[src/sv/pes_lane.sv]
// one axis lane: the multiply steps and the pull division for one axis
`default_nettype none
module pes_lane (
    input  wire logic               aclk,
    input  wire logic               aresetn,
    input  wire logic               mul_go,
    input  wire logic signed [32:0] mul_a,
    input  wire logic signed [32:0] mul_b,
    output logic signed [63:0]      mul_p_reg,
    input  wire logic               div_go,
    input  wire logic [31:0]        div_num,
    input  wire logic [31:0]        div_den,
    output logic                    div_busy,
    output logic [31:0]             div_q
);
    // one registered 33x33 multiply per cycle
    logic signed [65:0] prod;
    assign prod = mul_a * mul_b;
    always_ff @(posedge aclk) begin
        if (mul_go) mul_p_reg <= prod[63:0];
    end

    // restoring divider: (num << 30) / den, one quotient bit a cycle
    logic [62:0] rem_reg, rem_next;
    logic [61:0] dvd_reg, dvd_next;
    logic [31:0] q_reg, q_next;
    logic [5:0]  cnt_reg, cnt_next;
    logic [31:0] den_reg;
    logic [62:0] trial;
    always_comb begin
        rem_next = rem_reg;
        dvd_next = dvd_reg;
        q_next   = q_reg;
        cnt_next = cnt_reg;
        trial    = {rem_reg[61:0], dvd_reg[61]};
        if (div_go) begin
            rem_next = '0;
            dvd_next = {div_num, 30'd0};
            q_next   = '0;
            cnt_next = 6'd62;
        end else if (cnt_reg != 6'd0) begin
            dvd_next = {dvd_reg[60:0], 1'b0};
            cnt_next = cnt_reg - 6'd1;
            if (trial >= {31'd0, den_reg}) begin
                rem_next = trial - {31'd0, den_reg};
                q_next   = {q_reg[30:0], 1'b1};
            end else begin
                rem_next = trial;
                q_next   = {q_reg[30:0], 1'b0};
            end
        end
    end
    always_ff @(posedge aclk) begin
        if (!aresetn) begin
            cnt_reg <= '0;
        end else begin
            cnt_reg <= cnt_next;
        end
        rem_reg <= rem_next;
        dvd_reg <= dvd_next;
        q_reg   <= q_next;
        if (div_go) den_reg <= div_den;
    end
    assign div_busy = (cnt_reg != 6'd0);
    assign div_q    = q_reg;
endmodule
`default_nettype wire

[config.mk]
export PLATFORM = sky130hd
export DESIGN_NAME = pes_lane
export DESIGN_NICKNAME = d
export VERILOG_FILES = /design/src/sv/pes_lane.sv
export SDC_FILE = /design/constraint.sdc
export NUM_CORES = 2
export LEC_CHECK = 0
export BUFFER_PORTS_ARGS = -buffer_cell sky130_fd_sc_hd__clkbuf_2
export CAP_MARGIN = 20
export CELL_PAD_IN_SITES_DETAIL_PLACEMENT = 1
export CELL_PAD_IN_SITES_GLOBAL_PLACEMENT = 1
export CORE_MARGIN = 3
export CORE_UTILIZATION = 35
export DETAILED_ROUTE_END_ITERATION = 7
export GPL_TIMING_DRIVEN = 0
export PLACE_DENSITY = 0.65
export SETUP_SLACK_MARGIN = 0.4
export SLEW_MARGIN = 0
export SYNTH_ARGS = -nofsm -noshare
export SYNTH_HDL_FRONTEND = slang
export SYNTH_SLANG_ARGS = --single-unit
[constraint.sdc]
create_clock -name aclk -period 10.53 [get_ports aclk]
set_input_delay 1.053 -clock aclk [delete_from_list [all_inputs] [get_ports aclk]]
set_output_delay 1.053 -clock aclk [all_outputs]
set_load 0.05 [all_outputs]
==> PnR_summary.wiki <==
{| class="wikitable"
! Metric !! Value
|-
| Final estimated routing congestion in global placement || 0.981
|-
| Number of cells on the worst hold path || 2
|-
| Clock insertion delay at the later pin of the skew report || around 0.63 ns
|-
| Kind of capture point of the worst setup path || flop
|-
| Via count of the first global-routing pass || around 40000
|-
| Arrival time of data at the critical path endpoint || around 10 ns
|-
| TritonCTS buffer count || 30
|-
| Die X || ~380 um
|-
| Pre-CTS worst setup slack || -0.329 ns
|-
| Initial antenna violation count || 26
|-
| Routed wirelength normalized by instance count || 26.1 um
|-
| Number of pins with negative max-slew slack in the final report || 0
|-
| Kind of critical path || input port to flop
|-
| Maximum number of pins on one net before global-route repair || 53
|-
| Type of the tightest min-delay check || flop to flop
|-
| Crit Path Max Fanout || 10
|-
| Max-cap violations || 0
|-
| First-pass DRT Iterations || 5
|-
| Number of buffers added to fix hold violations after cts || 0
|-
| Sequential standard cell area || 5850 um^2
|-
| DP Cell Count || 7146
|-
| Layout Skew || around 0.033 ns
|-
| Core utilization of the finished layout || 0.391
|-
| Number of nets in the layout || between 6000 and 7000
|-
| Critical path's top delay family || adder cells
|-
| Top Ports || 231
|-
| Wirelength, routed || between 150000 and 200000 um
|-
| Post-layout instance count excluding filler cells || a little over 7000
|-
| Syn Inst Count || 5118
|-
| Transition time of the tightest slew-check pin || approximately 1.2 ns
|-
| Share of synthesized flip-flops with an asynchronous set or reset || 0
|-
| Logic depth of the worst register-to-register path || 15
|-
| Worst setup slack after layout || ~0.79 ns
|-
| Number of flip-flops in the largest register || 64
|-
| Post-CTS setup buffers || 0
|-
| Via density || about 5.1
|-
| Post-synthesis register bit count || around 230
|-
| RSZ-0062 raised after global routing || false
|-
| CTS root buf || sky130_fd_sc_hd__clkbuf_16
|-
| Post-synth top flop || sky130_fd_sc_hd__edfxtp_1
|-
| TritonCTS clock tree || done
|-
| Cell variety after synth || 67
|-
| FP Rows || 135
|-
| First-pass GRT wire length || around 280000 um
|-
| Post-route DRC || 0
|-
| Endpoint required time on the critical path || between 10 and 15 ns
|-
| Crit path top cell by count || sky130_fd_sc_hd__fa_1
|-
| Average size of a mapped cell || about 9.5 um^2
|-
| Die area || around 140000 um^2
|-
| Number of nets produced by synthesis || 6623
|-
| Area added between synthesis and finish || 10.0%
|-
| Half-perimeter wire length of the detailed placement result || around 160000 um
|-
| Number of buffers added on ports || between 200 and 250
|-
| Cell with the largest stage delay on the worst path || sky130_fd_sc_hd__clkbuf_1
|-
| Fraction of the yosys area taken by sequential cells || 0.121
|-
| Grt total ovfl || 0
|-
| Core Footprint || around 140000 um^2
|-
| Status || completed
|-
| Post-Syn Area || 48400 um^2
|-
| Chip height || between 300 and 400 um
|-
| Iter 0 DRT Violations || 2385
|-
| Startpoint type of the worst setup path || input port
|-
| Shortest clock period the worst path allows after layout || slightly below 10 ns
|-
| Layout filler cell count || between 15000 and 20000
|-
| Final period utilization || 0.925
|-
| H-tree lvl count || 1
|-
| Maximum single-stage delay on the critical path || 0.90 ns
|-
| Highest clock frequency the design can meet || ~0.10 GHz
|-
| Max Buffers Root-to-Sink || 3
|-
| Fraction of layout instances using a drive strength above 1 || 0.0666
|-
| Detail Route Antenna Nets || 0
|-
| Number of hold violations in the final report || 0
|-
| Yosys warnings || 0
|-
| Final count of negative-setup-slack endpoints || 0
|-
| Clk pin slew, worst setup/hold paths || 0.07 ns
|-
| Critical path depth || 27
|-
| Total number of vias || roughly 37000
|-
| CP bufs+invs || 8
|-
| GRT Resource Usage Total || 0.269
|-
| Count of clock tree sinks || about 230
|-
| Area used by multi-input combinational logic || about 37000 um^2
|-
| Relative slew slack || 0.169
|-
| Initial core utilization || 0.355
|-
| Count of flip-flops with a built-in enable after synthesis || 128
|}
worst reg2reg max path: stages, from the launching register on:
cell and delay (ns):
sky130_fd_sc_hd__edfxtp_1 0.38, sky130_fd_sc_hd__inv_1 0.06, sky130_fd_sc_hd__ha_1 0.29, sky130_fd_sc_hd__nor2b_1 0.14
sky130_fd_sc_hd__o21ai_1 0.09, sky130_fd_sc_hd__a21boi_1 0.30, sky130_fd_sc_hd__o21ai_0 0.20, sky130_fd_sc_hd__o31ai_1 0.48
sky130_fd_sc_hd__buf_2 0.29, sky130_fd_sc_hd__a21oi_1 0.19, sky130_fd_sc_hd__o31ai_1 0.50, sky130_fd_sc_hd__buf_2 0.30
sky130_fd_sc_hd__clkbuf_1 0.50, sky130_fd_sc_hd__o21ai_0 0.17, sky130_fd_sc_hd__o21ai_0 0.13, sky130_fd_sc_hd__o21ai_0 0.10
area by class of cell:
class | instances | area share
diodes | 12 | 0.000564
flip-flops and latches | 228 | 0.110
plain buffers | 248 | 0.0179
well taps | 1781 | 0.0419
repair buffers | 249 | 0.0278
clock inverters | 24 | 0.00623
clock buffers | 32 | 0.0142
multi-input cells | 3456 | 0.698
inverters | 1186 | 0.0836
per-layer routing:
layer,vias to the layer above,share of wire,GRT usage
met5,-,0.00015,0
met4,4,0.060,0.134
met3,424,0.069,0.0409
met2,1348,0.47,0.441
met1,19600,0.40,0.346
li1,15700,-,-
synth_stat cells (67+ instances only):
library cell | number | share of area
sky130_fd_sc_hd__and2_1 | 534 | 0.069
sky130_fd_sc_hd__clkbuf_1 | 241 | 0.019
sky130_fd_sc_hd__o21ai_0 | 67 | 0.0069
sky130_fd_sc_hd__a21oi_1 | 140 | 0.014
sky130_fd_sc_hd__nand2_1 | 706 | 0.055
sky130_fd_sc_hd__dfxtp_1 | 100 | 0.041
sky130_fd_sc_hd__fa_1 | 1126 | 0.47
sky130_fd_sc_hd__edfxtp_1 | 128 | 0.079
sky130_fd_sc_hd__xnor2_1 | 86 | 0.016
sky130_fd_sc_hd__nor2_1 | 106 | 0.0082
sky130_fd_sc_hd__inv_1 | 1186 | 0.092
sky130_fd_sc_hd__ha_1 | 245 | 0.063
what timing repair did:
| item | 4_1_cts | 5_1_grt |
|---|---|---|
| endpoints found under the setup margin | 3 | 13 |
| gates resized for setup | 1 | 20 |
| cloned | 0 | 0 |
stage by stage:
step           cell area, um^2  hold WS (ns)  setup TNS (ns)
6_report                 53200         0.456               0
5_1_grt                  53200         0.484               0
4_1_cts                  53200         0.452               0
3_5_place_dp             52100         0.468           -2.11
3_3_place_gp             51800         0.455           -5.47
2_1_floorplan            48400         0.450               0
path summary, 6_finish.rpt:
path,start,endpoint,slack [ns]
setup reg to reg,den_reg[1],rem_reg[8],6.30
hold reg to reg,div_q[26],div_q[27],0.46
hold / removal,div_q[26],div_q[27],0.46
setup / recovery,mul_b[8],mul_p_reg[61],0.79
cell usage in the layout, fill, tap and decap left out, types with 66 or more instances in the layout:
cell type and n:
sky130_fd_sc_hd__edfxtp_1 128, sky130_fd_sc_hd__ha_1 245, sky130_fd_sc_hd__o21ai_0 66, sky130_fd_sc_hd__and2_1 534
sky130_fd_sc_hd__xnor2_1 86, sky130_fd_sc_hd__nor2_1 106, sky130_fd_sc_hd__inv_1 1186, sky130_fd_sc_hd__fa_1 1125
sky130_fd_sc_hd__a21oi_1 139, sky130_fd_sc_hd__clkbuf_2 235, sky130_fd_sc_hd__clkbuf_1 236, sky130_fd_sc_hd__dfxtp_1 100
sky130_fd_sc_hd__nand2_1 706
kinds of logic (layout without fill, tap and decap cells):
family,after synthesis,after routing,share of synthesized area
other cells,0,12,0
buf+inv,1434,1739,0.111
simple gates,1530,1530,0.156
xor+xnor,131,131,0.0237
compound gates,392,392,0.0515
flops,228,228,0.121
fa+ha+maj,1371,1371,0.529
mux,32,32,0.00742
Power is not shown: default switching activity piles up to over one toggle a cycle in this logic, so the estimate is an artifact.
